File: src/sv/assert_macros.svh
// Assertion macros shared by the signed floored modulo RTL.
// Each macro expects a clock named clk and an active-low reset named arst_n in scope.
`ifndef ASSERT_MACROS_SVH
`define ASSERT_MACROS_SVH

// Same-cycle implication.
`define SFM_ASSERT_NOW(name, cond, expr, msg) \
	name: assert property (@(posedge clk) disable iff (!arst_n) (cond) |-> (expr)) \
		else $error(msg);

// Next-cycle implication.
`define SFM_ASSERT_NEXT(name, cond, expr, msg) \
	name: assert property (@(posedge clk) disable iff (!arst_n) (cond) |=> (expr)) \
		else $error(msg);

`endif

File: src/sv/sfm_pkg.sv
// ----------------------------------------------------------------------------
// sfm_pkg
// Types, width codes and helpers for the signed floored modulo pipeline.
// ----------------------------------------------------------------------------
package sfm_pkg;

	localparam int DATA_W  = 64;
	localparam int OP_W    = 2;
	// One quotient bit is retired per divider stage.
	localparam int STEPS   = DATA_W;

	localparam logic [OP_W-1:0] OP_W32 = 2'd0;
	localparam logic [OP_W-1:0] OP_W46 = 2'd1;
	localparam logic [OP_W-1:0] OP_W64 = 2'd2;

	typedef logic [DATA_W-1:0] word_t;

	// Sign and divisor information that rides along with the division.
	typedef struct packed {
		logic  a_neg;
		logic  p_neg;
		logic  zero;
		word_t p;
	} side_t;

	function automatic word_t sext32(input word_t v);
		sext32 = {{(DATA_W-32){v[31]}}, v[31:0]};
	endfunction

	function automatic word_t sext46(input word_t v);
		sext46 = {{(DATA_W-46){v[45]}}, v[45:0]};
	endfunction

endpackage

File: src/sv/sfm_pre.sv
// ----------------------------------------------------------------------------
// sfm_pre
// Entry stage: sign extension by width code, operand magnitudes, zero check.
// ----------------------------------------------------------------------------
module sfm_pre (
	input  logic                      clk,
	input  logic                      arst_n,
	input  logic                      en,
	input  logic                      valid,
	input  logic [sfm_pkg::OP_W-1:0]  op,
	input  sfm_pkg::word_t            dividend,
	input  sfm_pkg::word_t            divisor,
	output logic                      valid_s1,
	output sfm_pkg::word_t            num_s1,
	output sfm_pkg::word_t            den_s1,
	output sfm_pkg::side_t            side_s1
);

	sfm_pkg::word_t a_ext;
	sfm_pkg::word_t p_ext;

	always_comb begin
		unique case (op)
			sfm_pkg::OP_W32: begin
				a_ext = sfm_pkg::sext32(dividend);
				p_ext = sfm_pkg::sext32(divisor);
			end
			sfm_pkg::OP_W46: begin
				a_ext = sfm_pkg::sext46(dividend);
				p_ext = sfm_pkg::sext46(divisor);
			end
			default: begin
				// The unused code behaves as the full width.
				a_ext = dividend;
				p_ext = divisor;
			end
		endcase
	end

	always_ff @(posedge clk or negedge arst_n) begin
		if (!arst_n) begin
			valid_s1 <= 1'b0;
		end else if (en) begin
			valid_s1 <= valid;
		end
	end

	always_ff @(posedge clk) begin
		if (en) begin
			num_s1        <= a_ext[sfm_pkg::DATA_W-1] ? -a_ext : a_ext;
			den_s1        <= p_ext[sfm_pkg::DATA_W-1] ? -p_ext : p_ext;
			side_s1.a_neg <= a_ext[sfm_pkg::DATA_W-1];
			side_s1.p_neg <= p_ext[sfm_pkg::DATA_W-1];
			side_s1.zero  <= (p_ext == '0);
			side_s1.p     <= p_ext;
		end
	end

endmodule

File: config.mk
export PLATFORM = sky130hd
export DESIGN_NAME = sfm_pre
export DESIGN_NICKNAME = d
export VERILOG_FILES = /design/src/sv/assert_macros.svh /design/src/sv/sfm_pkg.sv /design/src/sv/sfm_pre.sv
export SDC_FILE = /design/constraint.sdc
export NUM_CORES = 1
export LEC_CHECK = 0
export BUFFER_PORTS_ARGS = -buffer_cell sky130_fd_sc_hd__buf_4
export CAP_MARGIN = 40
export CORE_ASPECT_RATIO = 2
export CORE_MARGIN = 3
export CORE_UTILIZATION = 35
export CTS_CLUSTER_SIZE = 28
export DETAILED_ROUTE_END_ITERATION = 12
export GPL_TIMING_DRIVEN = 0
export MAX_ROUTING_LAYER = met4
export SLEW_MARGIN = 20
export SYNTH_ARGS = -nofsm -noshare
export SYNTH_HDL_FRONTEND = slang
export SYNTH_SLANG_ARGS = --single-unit
File: constraint.sdc
create_clock -name clk -period 1.2 [get_ports clk]
set_input_delay 0.12 -clock clk [delete_from_list [all_inputs] [get_ports clk]]
set_output_delay 0.12 -clock clk [all_outputs]
set_load 0.01 [all_outputs]
# Yosys cells after proc, flatten, opt, wreduce, memory -nomap -nowiden
# Index checks and enable logic that the tools add are counted.
# word_totals
memories,0
latchBits,0
ramBits,0
rom_bits,0
reg_bits,196
# op_classes
n_bitwise,0
reduce_logical,2
eq_ne,1
mux,4
n_div,0
multipliers,0
shift,0
n_lt_le_gt_ge,0
add_sub_neg,2
# ops
op,count
case mux 64 bit (2 select lines),2
negation 64 bit,2
two-way mux 63 bit,2
logical NOT 64 bit,1
"equality test 2 x 1 -> 1 bit, second input constant",1
logical NOT 2 bit,1

# Longest topological paths before layout
# logic_depth
word_depth,4
ltp_mapped,10

# Worst setup path after synthesis
# No wires, ideal clock.
# synth_timing
path_type,input to register
from,in divisor[14]
to,reg den_s1[41] (data pin)
path_buffers,2
arrival_ns,1.914
required_ns,0.940
slack_ns,-0.974
cell_stages,7
setup_ns,0.260
cell_sequence,or3_4 nand2b_4 buf_6 or4b_1 buf_6 o21ai_0 mux2_2
# synth_via
elab_chain_len,3
# synth_lines
element,line_no,source
from (decl),sfm_pre.sv:12,"input sfm_pkg::word_t divisor,"
case mux 64 bit (2 select lines),sfm_pre.sv:23,unique case (op)
negation 64 bit,sfm_pre.sv:51,den_s1 <= p_ext[sfm_pkg::DATA_W-1] ? -p_ext : p_ext;
two-way mux 63 bit,sfm_pre.sv:51,
to (signal assigned),sfm_pre.sv:51,
to (decl),sfm_pre.sv:15,"output sfm_pkg::word_t den_s1,"
# Every way passes these cells.
# A chain may end at the register's enable or synchronous reset.

# Worst setup path after layout
# layout_timing
from,in op[1] (netlist bit)
to,reg num_s1[56] (data pin)
# layout_via
elab_chain_len,4
# layout_lines
element,line_no,source
from (decl),sfm_pre.sv:10,"input logic [sfm_pkg::OP_W-1:0] op,"
equality test 2 x 1 -> 1 bit / logical NOT 2 bit (equally long branches),sfm_pre.sv:23,
case mux 64 bit (2 select lines) (*),sfm_pre.sv:23,
negation 64 bit,sfm_pre.sv:50,num_s1 <= a_ext[sfm_pkg::DATA_W-1] ? -a_ext : a_ext;
two-way mux 63 bit (*),sfm_pre.sv:50,
to (signal assigned),sfm_pre.sv:50,
to (decl),sfm_pre.sv:14,"output sfm_pkg::word_t num_s1,"
# Mark *: on every way between the ends. The rest lies on a longest branch, timed or not.

==> metrics.csv <==
metric;value;unit
status;complete, but fails checks;
failing checks;negative setup slack;
area growth from synthesis to layout;75.4;%
pre-CTS WS;-1.84;ns
Max Cap Viol;0;
total core area;29100;sq um
vias;9997;
R2R cell count;1;
CTS tree;built;
largest net degree at the start of global routing;102;
crit path DAT;2.20;ns
hold crit path type;in2reg;
HPWL after DPL;29900;um
clock buffer count from CTS;17;
# fillers;2272;
Critical Path Sink Type;register;
latest clock arrival within the worst-skew pair;0.45;ns
Vias/cell;5.55;
fmax;0.513;GHz
worst flop-to-flop path startpoint;valid_s1;
kind of start point of the critical path;input port;
Die Span Y;249;um
yosys warns;0;
r2r endpoint;valid_s1;
DR iter-0 viols;423;
Global Route Usage Sum;0.271;
die area;31800;sq um
H-Tree Depth;4;
CTS Root Cell;clkbuf_16;
Post-synth EDFFs;193;
number of distinct library cells after synthesis;77;
Leakage;0.00729;uW
average cell area after synthesis;11.5;sq um
post-route clock period utilization;1.62;
sequential area share after synthesis;0.561;
endpoints failing setup;129;
vias in the first global route;10340;
reg-to-reg setup timing slack;0.45;ns
Final nets;1563;
area of the multi-input gates;6030;sq um
Cell Pwr Density;1090;nW/um^2
total grt overflow;0;
Clock Tree Buf Depth;2;
Final Max Tran Viols;0;
RD Place Congestion;0.900;
critical path class;in2reg;
first-pass GRT wire length;62600;um
FP Rows;88;
antenna violations before repair;1;
FFs w/ async S/R, synth;0.00515;
RSZ-0062 raised after global routing;true;
Worst-path clk slew;0.08;ns
synthesized flop and latch total;194;
Cells after Synth;899;
Fin. Hold Viols;0;
drt total wl;43600;um
Critical Path Source;op[1];
Final Critical Period;1.95;ns
CP Data Required Time;1.45;ns
CP endpoint;num_s1[56];
setup ws final;-0.749;ns
register area;5820;sq um
Post-Syn Area;10400;sq um
Synth Net Count;1035;
Yosys top cell by area;edfxtp_1;
# port buffers;328;
routed len/inst;24.2;um
drt first pass iters;5;
DR DRC count;0;
num ports;330;
Synth area leaders;edfxtp_1 (56%), xnor2_1 (4.5%), xor2_1 (3.5%);
Initial Util;0.357;
top cell type's share of synthesized area;0.559;
clk_skew;0;ns
Sink Count;194;
layout cells sized above 1;0.531;
fin util;0.625;
main flop type after synthesis;edfxtp_1;
Die Wd;128;um
antenna viol nets, final;0;
slew of the pin with the lowest slew margin;0.787;ns
Slew headroom;0.475;
Crit Path Max Fanout;10;
peak supply drop;0.000844;V
[report_power, final]
part | internal (uW) | leakage, uW | switching [uW] | total, uW
Clock | 2930 | 0.000276 | 2810 | 5740
Sequential | 8380 | 0.00190 | 218 | 8600
Combinational | 2730 | 0.00511 | 2780 | 5500
Total | 14000 | 0.00729 | 5810 | 19800
[routing by layer]
layer	GRT usage	vias to the layer above	share of wire	routed length (um)
met2	0.535	467	0.59	25600
met1	0.231	4874	0.29	12700
met3	0.0478	159	0.055	2380
met5	-	-	0	0
met4	0.144	0	0.067	2920
li1	-	4497	-	-
[cell type report]
class,instances,share of cell area
diodes,1,0.000138
plain buffers,37,0.0304
clock buffers,17,0.0234
clock inverters,15,0.00833
inverters,18,0.00537
multi-input cells,640,0.332
flip-flops and latches,194,0.320
well taps,360,0.0248
repair buffers,519,0.256
[layout by cell type, fill, tap and decap left out, types with 8 or more instances in the layout]
| cell | count |
|---|---|
| nor2_4 | 8 |
| a31oi_4 | 11 |
| o21ai_4 | 10 |
| nand2b_1 | 14 |
| a21oi_2 | 19 |
| a21oi_1 | 16 |
| nor4_4 | 19 |
| nand3_1 | 14 |
| buf_8 | 18 |
| buf_12 | 23 |
| dlygate4sd3_1 | 59 |
| buf_4 | 377 |
| o21ai_2 | 11 |
| nand4_1 | 9 |
| a21oi_4 | 8 |
| buf_6 | 50 |
| xnor2_1 | 49 |
| o21ai_0 | 17 |
| nand2_4 | 8 |
| nor3_1 | 21 |
| nand2_1 | 63 |
| clkbuf_16 | 26 |
| or3_1 | 11 |
| edfxtp_1 | 193 |
| o41ai_4 | 10 |
| mux2i_1 | 11 |
| nor3_4 | 12 |
| nor2_1 | 49 |
| inv_1 | 14 |
| or4_1 | 9 |
| a21o_1 | 14 |
| nor2_2 | 8 |
| xor2_1 | 42 |
| o31ai_4 | 18 |
[repair_timing]
item                                   4_1_cts  5_1_grt
hold buffers                                55        4
setup endpoints to repair                  126      136
pin swaps                                   86       67
gates cloned                                14        3
endpoints found under the hold margin       71        4
buffers inserted                            84       37
resized for setup                          251      104
[cell usage after synthesis (10+ instances only)]
master / count
o31ai_1: 20
nor4_1: 22
inv_1: 18
mux2i_1: 14
nand2b_1: 14
xor2_1: 42
a21oi_1: 43
xnor2_1: 53
buf_1: 10
a31oi_1: 20
a21o_1: 14
nor2_1: 65
nor3_1: 37
or3_1: 16
or4_1: 13
nand3_1: 14
o21ai_0: 38
o41ai_1: 10
nand2_1: 80
edfxtp_1: 193
clkbuf_1: 24
[worst max-delay path, stage by stage]
cell and delay (ns):
buf_8 0.13, nor2_2 0.37, o211ai_2 0.17, or4_4 0.61, buf_8 0.17, o32a_1 0.29
a311oi_2 0.32
[sequential cells by signal, summed over array words and instances (netlist names)]
name      cells
den_s1       64
valid_s1      1
num_s1       64
side_s1      65
[worst min path at each step]
stage / startpoint / to / slack [ns] / cells past startpoint
3_3_place_gp: arst_n / valid_s1 / -0.10 / 1
6_report: dividend[22] / num_s1[22] / 0.009 / 2
2_1_floorplan: arst_n / valid_s1 / -0.18 / 0
4_1_cts: divisor[8] / side_s1[8] / -0.13 / 1
5_1_grt: dividend[22] / num_s1[22] / 0.005 / 2
3_5_place_dp: arst_n / valid_s1 / -0.10 / 1
[stage by stage]
step / TNS [ns] / hold WS (ns) / power (uW) / cells / area, sq um
floorplan: -64.08 / -0.176 / 10700 / 899 / 11300
global placement: -382.82 / -0.105 / 13100 / 1587 / 14200
detailed placement: -190.65 / -0.104 / 13200 / 1592 / 14200
CTS: -46.93 / -0.130 / 19700 / 1768 / 17500
global route: -55.10 / 0.00545 / 20600 / 1801 / 18200
finish: -49.59 / 0.00921 / 19800 / 1801 / 18200
[kinds of logic (layout without fill, tap and decap cells)]
kind of cell,Yosys count,in the layout,share of synthesized area
adder cells (fa/ha/maj),2,2,0.00241
XOR/XNOR,95,95,0.0803
multiplexers,18,18,0.0179
other,0,1,0
buffers and inverters,65,606,0.0286
flip-flops,194,194,0.561
AND/OR/NAND/NOR,328,328,0.175
AO/OA/AOI/OAI,197,197,0.135
(Power assumes the default switching activity.)
