<file path="src/sv/assert_macros.svh">
// Assertion macros shared by the signed floored modulo RTL.
// Each macro expects a clock named clk and an active-low reset named arst_n in scope.
`ifndef ASSERT_MACROS_SVH
`define ASSERT_MACROS_SVH

// Same-cycle implication.
`define SFM_ASSERT_NOW(name, cond, expr, msg) \
	name: assert property (@(posedge clk) disable iff (!arst_n) (cond) |-> (expr)) \
		else $error(msg);

// Next-cycle implication.
`define SFM_ASSERT_NEXT(name, cond, expr, msg) \
	name: assert property (@(posedge clk) disable iff (!arst_n) (cond) |=> (expr)) \
		else $error(msg);

`endif

</file>
<file path="src/sv/sfm_pkg.sv">
// ----------------------------------------------------------------------------
// sfm_pkg
// Types, width codes and helpers for the signed floored modulo pipeline.
// ----------------------------------------------------------------------------
package sfm_pkg;

	localparam int DATA_W  = 64;
	localparam int OP_W    = 2;
	// One quotient bit is retired per divider stage.
	localparam int STEPS   = DATA_W;

	localparam logic [OP_W-1:0] OP_W32 = 2'd0;
	localparam logic [OP_W-1:0] OP_W46 = 2'd1;
	localparam logic [OP_W-1:0] OP_W64 = 2'd2;

	typedef logic [DATA_W-1:0] word_t;

	// Sign and divisor information that rides along with the division.
	typedef struct packed {
		logic  a_neg;
		logic  p_neg;
		logic  zero;
		word_t p;
	} side_t;

	function automatic word_t sext32(input word_t v);
		sext32 = {{(DATA_W-32){v[31]}}, v[31:0]};
	endfunction

	function automatic word_t sext46(input word_t v);
		sext46 = {{(DATA_W-46){v[45]}}, v[45:0]};
	endfunction

endpackage

</file>
<file path="src/sv/sfm_div_step.sv">
// ----------------------------------------------------------------------------
// sfm_div_step
// One restoring division step on unsigned magnitudes, one register stage.
// ----------------------------------------------------------------------------
module sfm_div_step (
	input  logic            clk,
	input  logic            arst_n,
	input  logic            en,
	input  logic            valid,
	input  sfm_pkg::word_t  rem,
	input  sfm_pkg::word_t  num,
	input  sfm_pkg::word_t  den,
	input  sfm_pkg::side_t  side,
	output logic            valid_sn,
	output sfm_pkg::word_t  rem_sn,
	output sfm_pkg::word_t  num_sn,
	output sfm_pkg::word_t  den_sn,
	output sfm_pkg::side_t  side_sn
);

	logic [sfm_pkg::DATA_W:0] trial;
	logic [sfm_pkg::DATA_W:0] diff;
	sfm_pkg::word_t           rem_next;

	// The partial remainder stays below the divisor, so a successful
	// subtraction always fits back into one word.
	always_comb begin
		trial    = {rem, num[sfm_pkg::DATA_W-1]};
		diff     = trial - {1'b0, den};
		rem_next = diff[sfm_pkg::DATA_W] ? trial[sfm_pkg::DATA_W-1:0]
		                                 : diff[sfm_pkg::DATA_W-1:0];
	end

	always_ff @(posedge clk or negedge arst_n) begin
		if (!arst_n) begin
			valid_sn <= 1'b0;
		end else if (en) begin
			valid_sn <= valid;
		end
	end

	always_ff @(posedge clk) begin
		if (en) begin
			rem_sn  <= rem_next;
			num_sn  <= {num[sfm_pkg::DATA_W-2:0], 1'b0};
			den_sn  <= den;
			side_sn <= side;
		end
	end

endmodule

</file>
<file path="config.mk">
export PLATFORM = sky130hd
export DESIGN_NAME = sfm_div_step
export DESIGN_NICKNAME = d
export VERILOG_FILES = /design/src/sv/assert_macros.svh /design/src/sv/sfm_pkg.sv /design/src/sv/sfm_div_step.sv
export SDC_FILE = /design/constraint.sdc
export NUM_CORES = 1
export LEC_CHECK = 0
export BUFFER_PORTS_ARGS = -buffer_cell sky130_fd_sc_hd__clkbuf_2
export CAP_MARGIN = 10
export CELL_PAD_IN_SITES_DETAIL_PLACEMENT = 1
export CELL_PAD_IN_SITES_GLOBAL_PLACEMENT = 2
export CORE_MARGIN = 4
export CORE_UTILIZATION = 32
export CTS_BUF_LIST = sky130_fd_sc_hd__clkbuf_8
export DETAILED_ROUTE_END_ITERATION = 7
export GPL_TIMING_DRIVEN = 0
export PLACE_DENSITY_LB_ADDON = 0.15
export SLEW_MARGIN = 15
export SYNTH_ARGS = -nofsm -noshare
export SYNTH_HDL_FRONTEND = slang
export SYNTH_SLANG_ARGS = --single-unit
</file>
<file path="constraint.sdc">
create_clock -name clk -period 0.8 [get_ports clk]
set_input_delay 0.16 -clock clk [delete_from_list [all_inputs] [get_ports clk]]
set_output_delay 0.16 -clock clk [all_outputs]
set_load 0.01 [all_outputs]
</file>
Yosys cells after proc, flatten, opt, wreduce, memory -nomap -nowiden
Cells that the tools add are included.

Register bits: 259. Bits in latches: 0. Bits in writable memories: 0. ROM bits: 0. Input port bits: 263. Output and inout bits: 260. Word-level logic and storage cells: 10. Memories kept: 0.

Add/sub/neg operators: 1. Multipliers: 0. Div/mod/pow operators: 0. Magnitude comparators: 0. Equal/unequal tests: 0. Shift operators: 0. Muxes and demuxes: 1. Bitwise gates (word level): 0. Reduce and logical (&&, ||, !) cells: 0.

Operators with widths (count): $sub A65 B64 Y65 (1); $mux W64 (1).

Depth between registers and ports, before layout
Depth in word-level cells: 2. Gate-level depth with buffers: 15. Depth with buffers taken out: 12.

Worst setup path before layout
OpenSTA, ideal clock, no wires.

Kind: input to register. Start: in den[7]. End: reg rem_sn[41] (data pin). Library setup time: 260 ps. Data arrival time: 2780 ps. Data required time: 540 ps. Path slack: -2240 ps. Stages: 15. Path buffers: 4. Cells stage by stage: inv_1 > ha_1 > clkbuf_1 > a21oi_1 > nor2_1 > o41ai_2 > o22ai_2 > o21ai_2 > a211oi_2 > or3_1 > buf_4 > nand3_2 > buf_6 > buf_6 > mux2_4.

Cells in the longest elaborated chain, start to end: 2.

RTL lines: start: declaration (RTL line sfm_div_step.sv:12) `input sfm_pkg::word_t den,`; $sub A65 B64 Y65 (RTL line sfm_div_step.sv:29) `diff = trial - {1'b0, den};`; $mux W64 (RTL line sfm_div_step.sv:30) `rem_next = diff[sfm_pkg::DATA_W] ? trial[sfm_pkg::DATA_W-1:0]`; named net rem_next[41] (RTL line sfm_div_step.sv:23) `sfm_pkg::word_t rem_next;`; end signal: assignment (RTL line sfm_div_step.sv:44) `rem_sn <= rem_next;`; end: declaration (RTL line sfm_div_step.sv:15) `output sfm_pkg::word_t rem_sn,`.

The timed path passes the listed nets, and every way through them passes these cells. A chain may end at the register's enable or synchronous reset.

Final worst setup path
Start: in den[45]. End: reg rem_sn[3] (data pin).

The elaborated chain is that of the path after synthesis.

==> flow_metrics.tcl <==
set metrics [dict create \
    end_kind "flop" \
    grt_max_degree 98 \
    fill_cells 4357 \
    p_clk_share_pct 29.7 \
    hold_start "rem[58]" \
    cp_top_family "buffers and inverters" \
    clock.fmax_mhz 360 \
    grt_pass1_vias 12800 \
    regToRegStartpoint "valid_sn" \
    wirelength_microns 53400 \
    htreeDepth 2 \
    wl_met2_microns 26500 \
    clockBufferDepth 3 \
    cp_max_fo 8 \
    grt_pass1_wl_microns 79200 \
    initial_utilization_pct 32.6 \
    clock_sinks 259 \
    yosys-top-cells-area "edfxtp_1 59%, ha_1 6.1%, mux2_2 3.4%" \
    failed_checks "setup timing" \
    vias 11700 \
    synthCells 1025 \
    synth_top_family_by_area "compound AO/OA/AOI/OAI gates" \
    clkTransAtPathRegs_ns 0.06 \
    p_leak_nw 9.25 \
    yosysMostFrequentCell "edfxtp_1" \
    finalHoldViolations 0 \
    maxCapViolations 0 \
    drt-vias-per-instance 4.77 \
    swShare_pct 29.9 \
    wl_per_cell_microns 21.8 \
    multiInputGateArea_sq_um 5160 \
    synth-compound-area-share_pct 12.3 \
    drt_iter0_markers 527 \
    cts_buffers 47 \
    drc 0 \
    die_height_microns 210 \
    async_reset_ff_share_pct 0.386 \
    muxShareOfSynthArea_pct 5.44 \
    cts_tree "yes" \
    ir_drop_mv 1.13 \
    synth_enable_flop_cells 258 \
    drive_above_1_share_pct 39.5 \
    clock_skew_ns 0 \
    syn-cell-area_sq_um 13000 \
    wl_met1_microns 21300 \
    synth_cell_types 77 \
    ys_warn_count 0 \
    clk_latency_ns 0.60 \
    register_area_sq_um 7770 \
    required_ns 1.14 \
    cts_root_buffer "clkbuf_8" \
    min_period_ns 2.78 \
    netlist.area_leader.share_pct 59.5 \
    holdCritPathClass "primary input to flop" \
    slew_violations 0 \
    met3_wirelength_microns 4050 \
    grt.total_usage_pct 23.3 \
    io-pin-count 523 \
    placement.io_buffers 521 \
    fin_tns_setup_ns -247.04 \
    top_layer "met5" \
    cpMaxStageDelayCell "a211oi_4" \
    r2r_slack_ns 0.03 \
    max_stage_delay_ns 0.33 \
    fin_crit_sh_pct 347 \
    row_count 73 \
    dp_hpwl_microns 38200 \
    ant_nets 0 \
    power_mw 39.8 \
    cp-start-kind "primary input" \
    critPathBufInv 6 \
    worstSetupPathType "primary input to flop" \
    areaGrowthSynthToFinish_pct 60.0 \
    arrival_ns 3.11 \
    synth.avg_cell_area_sq_um 12.7 \
    dp_slack_ns -3.11 \
    coreArea_sq_um 40000 \
    gp_congestion 0.819 \
    p_comb_share_pct 27.2 \
    crit_chain "clkbuf_2 > inv_1 > ha_1 > clkbuf_1 > nand4_1 > nor2_1 > nand2_1 > o221ai_1 > o21ba_2 > a211oi_4 > buf_4 > o211ai_4 > nand3_4 > buf_12 > buf_12 > mux2_4" \
    cellPowerDensity_nw_per_um2 1910 \
    setup_ws_ns -1.98 \
    relSlewSlack_pct 56.0 \
    rsz0062_at_grt "yes" \
    crit_top_cell "buf_12" \
    die_w_microns 210 \
    net-switching-power_mw 11.9 \
    yosys-top-cells-count "258 x edfxtp_1, 87 x inv_1, 80 x a21oi_1" \
    p_int_mw 27.9 \
    synthSimpleGateAreaFrac_pct 8.75 \
    synth-seq-cells 259 \
    ys_seq_area_share_pct 59.7 \
    setup_violations 370 \
    yosys.area_share.xor_xnor_pct 3.63 \
    tightest_slew_ns 0.653 \
    crit_path_start "den[45]" \
    holdWs_ns 0.0762 \
    synthesis.nets 1353 \
    die_area_sq_um 44000 \
    status "finished, violations left" \
    antenna_found_initial 9 \
    nets 2210 \
    synth_ff_type "edfxtp_1" \
    pwr-share-seq_pct 43.1 \
    synth_top_area_cell "edfxtp_1" \
    synthAdderAreaFrac_pct 6.30 \
    grt_overflow 0 \
    dr.pass1.iters 4 \
]
[layout make-up]
| type | count | share of cell area (%) |
|---|---|---|
| buffer | 28 | 1.03 |
| inverter | 87 | 1.76 |
| antenna | 6 | 0.0720 |
| clock inverter | 37 | 0.912 |
| sequential | 259 | 37.3 |
| clock buffer | 48 | 3.17 |
| multi-input combinational | 643 | 24.7 |
| timing repair buffer | 816 | 27.9 |
| tap | 525 | 3.15 |
[layer usage]
metal  vias up  GRT usage (%)
met5         -              0
met4         6           7.34
met3        88           7.29
met2       377           40.4
met1      5658           27.7
li1       5564              -
[cells in the final DEF (no fill, tap or decap), types with 6 or more instances in the layout]
| master | count |
|---|---|
| a21o_1 | 32 |
| a21oi_1 | 70 |
| a21oi_2 | 10 |
| a31oi_1 | 8 |
| and3_1 | 8 |
| buf_2 | 29 |
| buf_4 | 31 |
| buf_6 | 30 |
| clkbuf_1 | 13 |
| clkbuf_2 | 465 |
| clkbuf_8 | 51 |
| clkinv_1 | 14 |
| diode_2 | 6 |
| dlygate4sd3_1 | 260 |
| edfxtp_1 | 258 |
| ha_1 | 50 |
| ha_4 | 12 |
| inv_1 | 94 |
| mux2_2 | 31 |
| mux2_4 | 20 |
| mux2i_1 | 9 |
| nand2_1 | 66 |
| nand2b_1 | 8 |
| nand3_1 | 10 |
| nand4_1 | 22 |
| nor2_1 | 46 |
| nor2b_1 | 12 |
| nor3_1 | 14 |
| o21a_1 | 8 |
| o21ai_0 | 37 |
| o21bai_1 | 12 |
| xnor2_1 | 32 |
| xor2_1 | 22 |
[worst paths after layout]
check / end / cells after the start
setup reg to reg: valid_sn / 1
hold reg to reg: valid_sn / 1
setup / recovery: rem_sn[3] / 16
min in group asynchronous: valid_sn / 3
max in group asynchronous: valid_sn / 3
hold / removal: rem_sn[59] / 3
[worst min-delay path, delay by kind of cell]
family / cells / cell delay [ns]
AOI/OAI and AO/OA: 1 / 0.13
buffers and inverters: 1 / 0.09
and+or+nand+nor: 1 / 0.18
[metrics by stage]
step | utilization (%) | instance area (sq um) | cells
2_1_floorplan | - | 13300 | 1025
3_3_place_gp | 41.4 | 16600 | 2071
3_5_place_dp | 41.5 | 16600 | 2073
4_1_cts | 51.4 | 20600 | 2437
5_1_grt | 52.1 | 20800 | 2448
6_report | 52.1 | 20800 | 2449
[registers in the layout (all words and copies together) (netlist names)]
name	count
num_sn	63
side_sn	67
valid_sn	1
rem_sn	64
den_sn	64
[power groups by stage]
stage | Combinational, mW | Clock [mW] | Sequential, mW
final | 10.8 | 11.8 | 17.1
after global routing | 11.7 | 12.9 | 17.2
after CTS | 10.5 | 12.1 | 17.1
after detailed placement | 8.89 | 0 | 17.3
after global placement | 8.79 | 0 | 17.4
after floorplan | 4.22 | 0 | 18.1
[kinds of logic (layout without fill, tap and decap cells)]
logic type,after synthesis,in the layout
flops,259,259
xor+xnor,54,54
compound gates,240,240
mux,60,60
buf+inv,123,1016
fa+ha+maj,65,65
other cells,1,7
simple gates,223,223
[repair_timing]
action                                  CTS  global route
endpoints found under the setup margin  488           421
hold buffers                            260             0
pin swaps                                21            15
gates cloned                              2             0
gates resized for setup                  58           123
buffers inserted                         24             7
endpoints found under the hold margin   258             0
Power figures use the tool's default switching activity.
