$ cat config.mk
export PLATFORM = sky130hd
export DESIGN_NAME = sfm_post
export DESIGN_NICKNAME = d
export VERILOG_FILES = /design/src/sv/assert_macros.svh /design/src/sv/sfm_pkg.sv /design/src/sv/sfm_post.sv
export SDC_FILE = /design/constraint.sdc
export NUM_CORES = 1
export LEC_CHECK = 0
export BUFFER_PORTS_ARGS = -buffer_cell sky130_fd_sc_hd__buf_4
export CAP_MARGIN = 20
export CORE_ASPECT_RATIO = 0.75
export CORE_MARGIN = 2
export CORE_UTILIZATION = 35
export CTS_CLUSTER_DIAMETER = 80
export DETAILED_ROUTE_END_ITERATION = 6
export SLEW_MARGIN = 20
export SYNTH_ARGS = -nofsm -noshare
export SYNTH_HDL_FRONTEND = slang
export SYNTH_SLANG_ARGS = --single-unit
$ cat constraint.sdc
create_clock -name clk -period 1.66 [get_ports clk]
set_input_delay 0.166 -clock clk [delete_from_list [all_inputs] [get_ports clk]]
set_output_delay 0.166 -clock clk [all_outputs]
set_load 0.02 [all_outputs]
$ cat src/sv/assert_macros.svh
// Assertion macros shared by the signed floored modulo RTL.
// Each macro expects a clock named clk and an active-low reset named arst_n in scope.
`ifndef ASSERT_MACROS_SVH
`define ASSERT_MACROS_SVH

// Same-cycle implication.
`define SFM_ASSERT_NOW(name, cond, expr, msg) \
	name: assert property (@(posedge clk) disable iff (!arst_n) (cond) |-> (expr)) \
		else $error(msg);

// Next-cycle implication.
`define SFM_ASSERT_NEXT(name, cond, expr, msg) \
	name: assert property (@(posedge clk) disable iff (!arst_n) (cond) |=> (expr)) \
		else $error(msg);

`endif

$ cat src/sv/sfm_pkg.sv
// ----------------------------------------------------------------------------
// sfm_pkg
// Types, width codes and helpers for the signed floored modulo pipeline.
// ----------------------------------------------------------------------------
package sfm_pkg;

	localparam int DATA_W  = 64;
	localparam int OP_W    = 2;
	// One quotient bit is retired per divider stage.
	localparam int STEPS   = DATA_W;

	localparam logic [OP_W-1:0] OP_W32 = 2'd0;
	localparam logic [OP_W-1:0] OP_W46 = 2'd1;
	localparam logic [OP_W-1:0] OP_W64 = 2'd2;

	typedef logic [DATA_W-1:0] word_t;

	// Sign and divisor information that rides along with the division.
	typedef struct packed {
		logic  a_neg;
		logic  p_neg;
		logic  zero;
		word_t p;
	} side_t;

	function automatic word_t sext32(input word_t v);
		sext32 = {{(DATA_W-32){v[31]}}, v[31:0]};
	endfunction

	function automatic word_t sext46(input word_t v);
		sext46 = {{(DATA_W-46){v[45]}}, v[45:0]};
	endfunction

endpackage

$ cat src/sv/sfm_post.sv
// ----------------------------------------------------------------------------
// sfm_post
// Exit stage: sign fix-up into the floored range and the output register.
// ----------------------------------------------------------------------------
module sfm_post (
	input  logic            clk,
	input  logic            arst_n,
	input  logic            en,
	input  logic            valid,
	input  sfm_pkg::word_t  rem,
	input  sfm_pkg::side_t  side,
	output logic            valid_s66,
	output sfm_pkg::word_t  remainder_s66,
	output logic            zero_s66
);

	sfm_pkg::word_t x;
	sfm_pkg::word_t y;
	sfm_pkg::word_t fixed;

	// Negating the remainder and adding the divisor share one adder:
	// a negative dividend inverts the remainder and feeds the carry in.
	always_comb begin
		x     = side.a_neg ? ~rem : rem;
		y     = (side.a_neg != side.p_neg) ? side.p : '0;
		fixed = x + y + {{(sfm_pkg::DATA_W-1){1'b0}}, side.a_neg};
	end

	always_ff @(posedge clk or negedge arst_n) begin
		if (!arst_n) begin
			valid_s66 <= 1'b0;
		end else if (en) begin
			valid_s66 <= valid;
		end
	end

	always_ff @(posedge clk) begin
		if (en) begin
			remainder_s66 <= (side.zero || rem == '0) ? '0 : fixed;
			zero_s66      <= side.zero;
		end
	end

endmodule

# --- Yosys cells after proc, flatten, opt, wreduce, memory -nomap -nowiden ---
# Cells that the tools add are included.
totals:
  regBits: 66
  latchBits: 0
  mem_bits_rw: 0
  rom_bits: 0
  output_inout_bits: 66
  wordCells: 11
  memories: 0
classes:
  addsub: 2
  mul: 0
  div: 0
  order_cmp: 0
  n_eq_ne: 1
  shift: 0
  mux: 2
  bitwise: 1
  n_reduce_logical: 2
ops:
  columns: ["op", "n"]
  rows:
  - ["two-way mux 64 bit", 2]
  - ["adder 64 x 1 -> 64 bit", 1]
  - ["adder 64 bit", 1]
  - ["logical NOT 64 bit", 1]
  - ["NOT 64 bit", 1]
  - ["logical OR 1 bit", 1]
  - ["inequality test 1 bit", 1]

# --- Depth between registers and ports, before layout ---
# Gate-level depths: netlist (run 1).
logic_depth:
  depth_word: 4
  depth_mapped: 17
  mapped_depth_nobuf: 15

# --- Least setup slack after synthesis (run 1) ---
# OpenSTA, ideal clock, no wires.
synth_timing:
  path_kind: "in2reg"
  startpoint: "input port side[66] (netlist bit)"
  endpoint: "register remainder_s66[63], data pin"
  setup_ns: 0.271
  arrival_time_ns: 3.447
  required_time_ns: 1.389
  slack_ns: -2.058
  stages: 16
  path_cell_list: "clkbuf_1 xor2_1 clkbuf_1 and2_1 ha_1 a21o_1 a21o_1 a221oi_2 and2_1 inv_1 o31a_1 o31ai_4 a21oi_2 o211ai_1 nand3_1 nor3b_2"
synth_via:
  elab_chain_len: 4
  word_cells_on_any_way: 5
  classes_between: "add/sub: 2; eq/ne: 1; mux: 2"
synth_lines:
  columns: ["item", "line_no", "text"]
  rows:
  - ["start: declaration", "sfm_post.sv:11", "input sfm_pkg::side_t side,"]
  - ["inequality test 1 bit", "sfm_post.sv:25", "y = (side.a_neg != side.p_neg) ? side.p : '0;"]
  - ["two-way mux 64 bit", "sfm_post.sv:25", null]
  - ["adder 64 bit", "sfm_post.sv:26", "fixed = x + y + {{(sfm_pkg::DATA_W-1){1'b0}}, side.a_neg};"]
  - ["adder 64 x 1 -> 64 bit *", "sfm_post.sv:26", null]
  - ["end signal: assignment", "sfm_post.sv:39", "remainder_s66 <= (side.zero || rem == '0) ? '0 : fixed;"]
  - ["end: declaration", "sfm_post.sv:13", "output sfm_pkg::word_t remainder_s66,"]
# Every way passes the cells marked *; elsewhere a longest branch is shown, timed or not.
# A chain may end at the register's enable or synchronous reset.

# --- Final worst setup path (run 1) ---
# Same ends and word-level chain as after synthesis.

==> impl_metrics.py, run 1 <==
metrics = {
    "run_status": {
        "outcome": "finished, violations left",
        "violations": "setup timing",
    },
    "yosys": {
        "synth_area_um2": 7290,
        "yosysSeqAreaShare_pct": 27.1,
        "synth_compound_area_share_pct": 21.8,
        "synth_nets": 1061,
        "postSynthCellCount": 863,
        "synth.largest_area_cell": "edfxtp_1",
        "synth_edf_count": 65,
        "synth_area_leaders": "edfxtp_1 (27%), ha_1 (11%), xor2_1 (11%), and2_1 (5.8%), a21oi_1 (5.1%)",
        "muxShareOfSynthArea_pct": 0.567,
        "yosysWarnings": 0,
        "synthFlopType": "edfxtp_1",
        "yosysUniqueCellTypes": 68,
        "synth_top_area_share_pct": 26.8,
        "async_flop_share_pct": 1.52,
        "yosys.area_share.adder_pct": 10.9,
        "synth_top_family_by_area": "simple AND/OR/NAND/NOR gates",
        "synth_xor_area_share_pct": 13.5,
        "synthSimpleGateAreaFrac_pct": 22.9,
        "ys_ff_latch": 66,
        "syn_avg_cell_area_um2": 8.44,
    },
    "sta": {
        "setup_slack_ps": -1510,
        "rsz0062_at_grt": "true",
        "setup_tns_ps": -62030,
        "finalWorstPathRequiredPeriod_ps": 3170,
        "hold_viol_final": 0,
        "fin_crit_sh_pct": 191,
        "fmax_mhz": 315,
        "finClkSkew_ps": 0,
        "worst_pin_slew_ps": 481,
        "whs_ps": 12.3,
        "setup_viol": 64,
        "slew_headroom_pct": 67.6,
        "drv_slew": 0,
    },
    "clock_tree": {
        "numCtsBuffers": 9,
        "cts_buffer_depth": 2,
        "cts.sinks": 66,
        "root_buffer": "clkbuf_16",
        "path_clk_slew_ps": 60,
        "cts_tree": "built",
        "clk_latency_ps": 340,
        "h-tree-depth": 3,
    },
    "floorplanning": {
        "core-area_um2": 20300,
        "die_w_um": 171,
        "dieArea_um2": 22000,
        "io_pins": 201,
        "start_util_pct": 35.9,
        "rows": 45,
        "die_h_um": 129,
    },
    "setup_path": {
        "r2r_slack_ps": 920,
        "r2r_cells": 1,
        "arrival_ps": 3270,
        "reg2reg_to": "valid_s66",
        "regToRegStartpoint": "valid_s66",
        "crit_type": "input port to flop",
        "worst_setup_path_start_kind": "input port",
        "end_kind": "flop",
        "cp.required_ps": 1760,
        "cp-startpoint": "side[66]",
        "worstSetupEndpoint": "remainder_s66[63]",
        "critPathMaxFanout": 8,
    },
    "global_routing": {
        "antenna_found_initial": 1,
        "grt_start_max_net_pins": 30,
        "first_global_vias": 8346,
        "grt_pass1_wl_um": 42800,
        "grt.overflow.total": 0,
        "grtUsageTotal_pct": 24.9,
    },
    "detailed_routing": {
        "wl_met1_um": 12900,
        "ant_nets": 0,
        "dr.pass1.iters": 5,
        "routed-wl-met2_um": 13200,
        "vias_per_cell": 5.07,
        "route.met3.wl_um": 1620,
        "wl_per_cell_um": 17.3,
        "top_layer": "met4",
        "drt_wl_total_um": 28400,
        "via_count": 8328,
        "drc": 0,
        "drt_iter0_drc": 492,
    },
    "cells_and_area": {
        "fin_util_pct": 63.7,
        "diodes": 0,
        "areaGrowthSynthToFinish_pct": 77.8,
        "design_area_um2": 13000,
        "fin_nets": 1554,
        "drive_gt1_share_pct": 51.4,
    },
    "power": {
        "p_leak_uw": 0.00595,
        "ir_drop_v": 0.000565,
        "power.density_nw_per_um2": 792,
    },
    "placed_design": {
        "portBuffers": 200,
        "dpl_cell_area_um2": 11400,
        "hpwl_um": 21600,
        "gp_congestion": 0.943,
    },
    "run": {
        "max_cap_viol_count": 0,
    },
    "min_path": {
        "hold_class": "input port to flop",
    },
}
-- cells by family (layout without fill, tap and decap cells) --
logic type | after synthesis | count (layout)
xor+xnor | 112 | 112
fa+ha+maj | 63 | 63
mux | 4 | 4
buf+inv | 62 | 560
flops | 66 | 66
simple gates | 320 | 320
compound gates | 236 | 236
-- stage by stage --
stage                     power, uW  setup WS (ps)  instances
after global routing          10800          -1670       1643
final                         10300          -1510       1643
after CTS                      9910          -1450       1637
after detailed placement       7560          -1940       1582
after floorplan                5090          -1570        863
after global placement         7550          -1920       1582
-- layout make-up --
type | count | area, um2
Clock inverter | 6 | 57.6
Multi-Input combinational cell | 735 | 6080
Inverter | 23 | 91.3
Clock buffer | 10 | 229
Fill cell | 1682 | 7370
Tap cell | 282 | 353
Sequential cell | 66 | 1980
Timing Repair Buffer | 521 | 4170
-- cells in the mapped netlist (all sizes together), types with 7 or more instances --
cell / n
xor2: 88
nor2: 87
a21oi: 77
and2: 67
edfxtp: 65
ha: 62
nand2: 53
a21o: 40
o21ai: 40
clkbuf: 30
xnor2: 24
nand4: 23
inv: 22
nand3: 21
nor4: 18
o21bai: 13
nor3: 12
o211ai: 10
o21a: 10
and3: 9
buf: 9
a211oi: 8
nor2b: 8
a31oi: 7
-- worst min path at each step --
stage / endpoint / startpoint / slack (ps) / cells past startpoint
6_report: zero_s66 / side[64] / 10 / 1
3_3_place_gp: valid_s66 / arst_n / -60 / 1
4_1_cts: zero_s66 / side[64] / 3 / 1
2_1_floorplan: valid_s66 / arst_n / -130 / 0
3_5_place_dp: valid_s66 / arst_n / -60 / 1
5_1_grt: zero_s66 / side[64] / 9 / 1
-- routing by layer --
metal | global-route usage [%] | vias to the layer above
li1 | - | 4108
met1 | 33.8 | 3894
met2 | 41.2 | 278
met3 | 4.03 | 48
met4 | 6.59 | 0
met5 | 0 | -
-- report_power, final --
part | switching [uW] | internal (uW) | leakage, uW
sequential | 87.2 | 2170 | 0.000639
combinational | 2980 | 3060 | 0.00517
clock | 809 | 1150 | 0.000142
total | 3880 | 6380 | 0.00595
-- cell usage in the layout (no fill, tap or decap), types with 9 or more instances in the layout --
cell type,n
nor2_1,81
xor2_1,74
ha_1,43
o211ai_1,9
nand2_1,45
buf_4,486
buf_12,10
o21ai_0,14
ha_4,18
nand4_1,22
inv_1,20
xor2_2,13
and2_4,11
o21bai_1,10
clkbuf_16,11
o21a_1,10
and2_1,56
a21o_1,39
and3_1,9
a21oi_1,55
o21ai_1,18
a21oi_2,17
nand3_1,20
xnor2_1,18
edfxtp_1,65
buf_6,19
-- sequential cells by signal (all words and copies together), names as in the netlist --
name,flops
remainder_s66,64
zero_s66,1
valid_s66,1
-- critical path, stage by stage --
cell and delay (ps):
buf_12 110, buf_12 140, buf_12 140, buf_4 130, xor2_1 210, ha_1 300, buf_4 170, nand4_1 110
nor2_1 70, a221oi_2 250, and2_1 180, inv_1 50, o31a_1 360, o31ai_4 240, a21oi_4 110, o211ai_1 260
nand3_1 90, nor3b_2 160
-- what timing repair did --
| action | 4_1_cts | 5_1_grt |
|---|---|---|
| endpoints found under the setup margin | 64 | 64 |
| gates resized for setup | 75 | 93 |
| gates cloned | 1 | 2 |
| hold buffers | 1 | 0 |
| pin swaps | 46 | 35 |
| hold endpoints to repair | 1 | 0 |
| buffers inserted | 37 | 17 |
No activity file was read; power rests on OpenSTA's default activity.
==> run 2: changes to the inputs <==
--- a/config.mk
+++ b/config.mk
@@ -12,6 +12,7 @@
 export CORE_UTILIZATION = 35
 export CTS_CLUSTER_DIAMETER = 80
 export DETAILED_ROUTE_END_ITERATION = 6
+export SKIP_LAST_GASP = 1
 export SLEW_MARGIN = 20
 export SYNTH_ARGS = -nofsm -noshare
 export SYNTH_HDL_FRONTEND = slang
==> impl_metrics.py, run 2 (synthesized netlist as in run 1, its figures left out) <==
metrics = {
    "clock_tree": {
        "cts_buffer_depth": 2,
        "root_buffer": "clkbuf_16",
        "numCtsBuffers": 9,
        "path_clk_slew_ps": 60,
        "cts.sinks": 66,
        "h-tree-depth": 3,
        "clk_latency_ps": 340,
        "cts_tree": "built",
    },
    "cells_and_area": {
        "fillerInstances": 1748,
        "top_regs": "remainder_s66 x64, valid_s66 x1, zero_s66 x1",
        "final_cell_mix": "buf_4 (495), nor2_1 (86), xor2_1 (77), edfxtp_1 (65)",
        "top_register": "remainder_s66",
        "drive_gt1_share_pct": 48.1,
        "areaGrowthSynthToFinish_pct": 71.3,
        "multiInputGateArea_um2": 5780,
        "seqCellArea_um2": 1980,
        "diodes": 0,
        "final_common_cell": "buf_4",
        "fin_nets": 1545,
        "largest_reg_flops": 64,
        "final_cells": 1634,
    },
    "setup_path": {
        "end_kind": "flop",
        "cp.required_ps": 1750,
        "critPathMaxFanout": 8,
        "arrival_ps": 3260,
        "crit_type": "input port to flop",
        "worst_setup_path_start_kind": "input port",
    },
    "sta": {
        "setup_viol": 61,
        "rsz0062_at_grt": "true",
        "fmax_mhz": 316,
        "worst_pin_slew_ps": 482,
        "setup_slack_ps": -1500,
        "finClkSkew_ps": 0,
        "hold_viol_final": 0,
        "slew_headroom_pct": 67.6,
        "fin_crit_sh_pct": 191,
        "finalWorstPathRequiredPeriod_ps": 3160,
        "setup_tns_ps": -62320,
        "whs_ps": 14.2,
        "drv_slew": 0,
    },
    "floorplanning": {
        "io_pins": 201,
        "core-area_um2": 20300,
        "die_w_um": 171,
        "start_util_pct": 35.9,
        "die_h_um": 129,
        "rows": 45,
        "dieArea_um2": 22000,
    },
    "run_status": {
        "outcome": "finished, violations left",
        "violations": "setup timing",
    },
    "detailed_routing": {
        "drc": 0,
        "drt_iter0_drc": 460,
        "ant_nets": 0,
        "drt_wl_total_um": 27300,
        "dr.pass1.iters": 5,
        "vias_per_cell": 5.07,
        "via_count": 8288,
        "wl_per_cell_um": 16.7,
    },
    "global_routing": {
        "antenna_found_initial": 1,
        "grt_pass1_wl_um": 42400,
        "grt.overflow.total": 0,
        "grtUsageTotal_pct": 24.7,
        "first_global_vias": 8277,
        "grt_start_max_net_pins": 30,
    },
    "placed_design": {
        "place_inst": 1582,
        "gp_congestion": 0.943,
        "hpwl_um": 21600,
        "portBuffers": 200,
    },
    "power": {
        "ir_drop_v": 0.000563,
        "p_leak_uw": 0.00582,
        "power.density_nw_per_um2": 799,
    },
    "min_path": {
        "hold_class": "input port to flop",
    },
    "run": {
        "max_cap_viol_count": 0,
    },
}
==> run 2: cell count changes in the layout (fill, tap and decap cells not counted), moves of 4 or more <==
cell | before | now
ha_4 | 18 | 14
buf_6 | 19 | 6
nor4_4 | 6 | 0
nor2_2 | 5 | 1
nor2_1 | 81 | 86
nor4_2 | 6 | 1
ha_1 | 43 | 47
nor4_1 | 6 | 17
buf_4 | 486 | 495
==> run 2: metrics by stage <==
step	util, %	cell area [um2]	total power (uW)	worst slack (ps)
4_1_cts	60.5	12300	9830	-1450
3_5_place_dp	56.3	11400	7560	-1940
5_1_grt	61.4	12500	10500	-1650
2_1_floorplan	-	7660	5090	-1570
6_report	61.4	12500	9970	-1500
3_3_place_gp	56.3	11400	7550	-1920
==> run 2: routing by layer <==
metal | vias to the layer above | track usage (%) | routed length, um
li1 | 4093 | - | -
met1 | 3897 | 33.8 | 12900
met2 | 265 | 40.9 | 12600
met3 | 33 | 3.78 | 1400
met4 | 0 | 5.98 | 436
met5 | - | 0 | 0
==> run 2: repair_timing <==
action	in CTS	in global routing
setup buffers	37	9
endpoints found under the hold margin	1	0
gates resized for setup	58	35
endpoints found under the setup margin	64	64
hold buffers	1	0
pin swaps	39	25
gates cloned	1	0
==> run 2: layout make-up <==
cell class	count	area share, %
clock buffer	10	1.83
clock inverter	6	0.461
inverter	23	0.692
multi-input combinational	735	46.3
sequential	66	15.8
tap	282	2.83
timing repair buffer	512	32.1
==> run 2: final timing paths <==
path	cells past startpoint	end	slack (ps)	start
setup / recovery	18	remainder_s66[63]	-1500	side[66]
hold / removal	1	zero_s66	10	side[64]
setup reg to reg	1	valid_s66	920	valid_s66
hold reg to reg	1	valid_s66	510	valid_s66
max in group asynchronous	2	valid_s66	1430	arst_n
min in group asynchronous	2	valid_s66	150	arst_n
==> run 2: critical path, cell delays in order <==
cell and delay, ps:
buf_12 110, buf_12 140, buf_12 140, buf_4 130, xor2_1 210, ha_1 300
buf_4 160, nand4_1 110, nor2_1 70, a221oi_2 250, and2_1 190, inv_1 40
o31a_1 360, o31ai_4 250, a21oi_4 110, o211ai_1 250, nand3_1 90, nor3b_2 160
==> run 2: report_power, final <==
group	leakage, uW	total [uW]	switching, uW	internal, uW
logic	0.00504	5770	2850	2920
registers	0.000639	2250	86.9	2170
clock network	0.000142	1950	796	1150
==> run 3: changes to the inputs <==
--- a/config.mk
+++ b/config.mk
@@ -9,11 +9,13 @@
 export CAP_MARGIN = 20
 export CORE_ASPECT_RATIO = 0.75
 export CORE_MARGIN = 2
-export CORE_UTILIZATION = 35
+export CORE_UTILIZATION = 54
 export CTS_CLUSTER_DIAMETER = 80
 export DETAILED_ROUTE_END_ITERATION = 6
+export PLACE_DENSITY = 0.82
 export SKIP_LAST_GASP = 1
 export SLEW_MARGIN = 20
 export SYNTH_ARGS = -nofsm -noshare
 export SYNTH_HDL_FRONTEND = slang
 export SYNTH_SLANG_ARGS = --single-unit
+export TNS_END_PERCENT = 1
==> constraint.sdc (replaced) <==
create_clock -name clk -period 3.1 [get_ports clk]
set_input_delay 0.31 -clock clk [delete_from_list [all_inputs] [get_ports clk]]
set_output_delay 0.31 -clock clk [all_outputs]
set_load 0.02 [all_outputs]
==> impl_metrics.py, run 3 (synthesized netlist as in run 1, its figures left out) <==
metrics = {
    "run_status": {
        "outcome": "finished, violations left",
        "violations": "setup timing",
    },
    "power": {
        "power.density_nw_per_um2": 451,
        "switching_share_pct": 39.3,
        "combPwrFrac_pct": 57.4,
        "seqPwrFrac_pct": 23.9,
        "p_leak_uw": 0.00526,
        "clkPwrFrac_pct": 18.7,
        "p_switching_uw": 1980,
        "p_total_uw": 5040,
        "ir_drop_v": 0.000367,
        "internal_power_uw": 3060,
    },
    "sta": {
        "hold_viol_final": 0,
        "fmax_mhz": 289,
        "setup_slack_ps": -363,
        "finClkSkew_ps": 0,
        "drv_slew": 0,
        "setup_viol": 35,
        "whs_ps": 207,
        "rsz0062_at_grt": "true",
        "slew_headroom_pct": 48.8,
        "fin_crit_sh_pct": 112,
        "finalWorstPathRequiredPeriod_ps": 3460,
        "worst_pin_slew_ps": 768,
    },
    "setup_path": {
        "worst_setup_path_start_kind": "input port",
        "cp.required_ps": 3180,
        "slowest_delay_ps": 340,
        "crit_type": "input port to flop",
        "end_kind": "flop",
        "slowest_stage": "a2111oi_4",
        "arrival_ps": 3550,
        "regToRegStartpoint": "valid_s66",
        "critPathMaxFanout": 29,
        "cp-startpoint": "side[66]",
        "cp_cell_sequence": "buf_4, xor2_4, buf_12, and2_4, ha_4, a21oi_1, a21o_1, a31o_2, a21o_1, a2111oi_4, nor2_1, o21ai_1, a21boi_0, o21ai_1, xnor2_1, nor2_1",
    },
    "cells_and_area": {
        "fillerInstances": 747,
        "design_area_um2": 11200,
        "top_register": "remainder_s66",
        "fin_nets": 1461,
        "largest_reg_flops": 64,
        "areaGrowthSynthToFinish_pct": 53.2,
        "drive_gt1_share_pct": 39.3,
        "top_regs": "remainder_s66 x64, valid_s66 x1, zero_s66 x1",
        "final_cells": 1439,
        "diodes": 0,
        "final_common_cell": "buf_4",
        "final_cell_mix": "buf_4 (420), xor2_1 (87), nor2_1 (86), a21oi_1 (68), edfxtp_1 (65)",
    },
    "clock_tree": {
        "cts_buffer_depth": 2,
        "numCtsBuffers": 9,
        "root_buffer": "clkbuf_16",
        "cts.sinks": 66,
        "path_clk_slew_ps": 50,
        "h-tree-depth": 3,
        "clk_latency_ps": 340,
        "cts_tree": "built",
    },
    "detailed_routing": {
        "drt_iter0_drc": 1198,
        "ant_nets": 0,
        "via_count": 8840,
        "dr.pass1.iters": 6,
        "vias_per_cell": 6.14,
        "drc": 0,
        "drt_wl_total_um": 29100,
        "wl_per_cell_um": 20.2,
    },
    "floorplanning": {
        "rows": 36,
        "core-area_um2": 13100,
        "die_h_um": 105,
        "dieArea_um2": 14400,
        "start_util_pct": 55.8,
        "die_w_um": 138,
        "io_pins": 201,
    },
    "placed_design": {
        "portBuffers": 200,
        "gp_congestion": 0.998,
        "hpwl_um": 22200,
        "place_ws_ps": -639,
        "place_inst": 1408,
        "dpl_cell_area_um2": 10600,
    },
    "global_routing": {
        "antenna_found_initial": 0,
        "grt_pass1_wl_um": 44100,
        "first_global_vias": 8389,
        "grt.overflow.total": 0,
        "grtUsageTotal_pct": 38.3,
        "grt_start_max_net_pins": 61,
    },
    "run": {
        "max_cap_viol_count": 0,
    },
    "min_path": {
        "min_from": "side[64]",
        "hold_class": "input port to flop",
    },
}
## run 3: changes by cell type in the layout (fill, tap and decap cells not counted), sizes merged
cell	before	now
clkbuf	10	13
clkinvlp	1	0
bufinv	1	0
buf	511	426
## run 3: power groups by stage
stage | logic, uW | registers, uW | clock network [uW]
after floorplan | 1270 | 1390 | 0
after global placement | 2620 | 1220 | 0
after detailed placement | 2680 | 1220 | 0
after CTS | 2740 | 1210 | 938
after global routing | 3060 | 1220 | 974
final | 2890 | 1210 | 941
## run 3: final timing paths
check,to,slack (ps),cells after the start
setup / recovery,remainder_s66[35],-360,16
hold / removal,zero_s66,210,1
setup reg to reg,valid_s66,2360,1
hold reg to reg,valid_s66,510,1
max in group asynchronous,valid_s66,2740,2
min in group asynchronous,valid_s66,280,2
## run 3: layout make-up
cell class | instances | area (um2) | area share, %
clock buffers | 12 | 236 | 2.12
flip-flops and latches | 66 | 1980 | 17.7
clock inverters | 4 | 18.8 | 0.168
inverters | 23 | 86.3 | 0.773
well taps | 171 | 214 | 1.92
repair buffers | 428 | 3300 | 29.5
multi-input cells | 735 | 5340 | 47.8
## run 3: layer usage
| metal | wire length [um] | GRT usage [%] | vias up |
|---|---|---|---|
| li1 | - | - | 3945 |
| met1 | 12000 | 54.7 | 4080 |
| met2 | 12200 | 56.5 | 714 |
| met3 | 3810 | 9.49 | 101 |
| met4 | 1130 | 13.2 | 0 |
| met5 | 0 | 0 | - |
## run 3: through the flow
| step | util, % | setup TNS (ps) |
|---|---|---|
| final | 85.5 | -6770 |
| after global routing | 85.5 | -11320 |
| after CTS | 84.1 | -3480 |
| after detailed placement | 81.5 | -16240 |
| after global placement | 81.5 | -13080 |
| after floorplan | - | -4200 |
## run 3: worst max-delay path, delay by kind of cell
family	cells	cell delay, ps
compound gates	8	1870
xor+xnor	2	390
simple gates	3	360
buf+inv	2	330
fa+ha+maj	1	290
## run 3: what timing repair did
action / in CTS / in global routing
pin swaps: 9 / 14
setup buffers: 8 / 5
endpoints found under the setup margin: 27 / 41
hold endpoints to repair: 1 / 0
cloned: 0 / 1
hold buffers: 1 / 0
resized for setup: 4 / 21
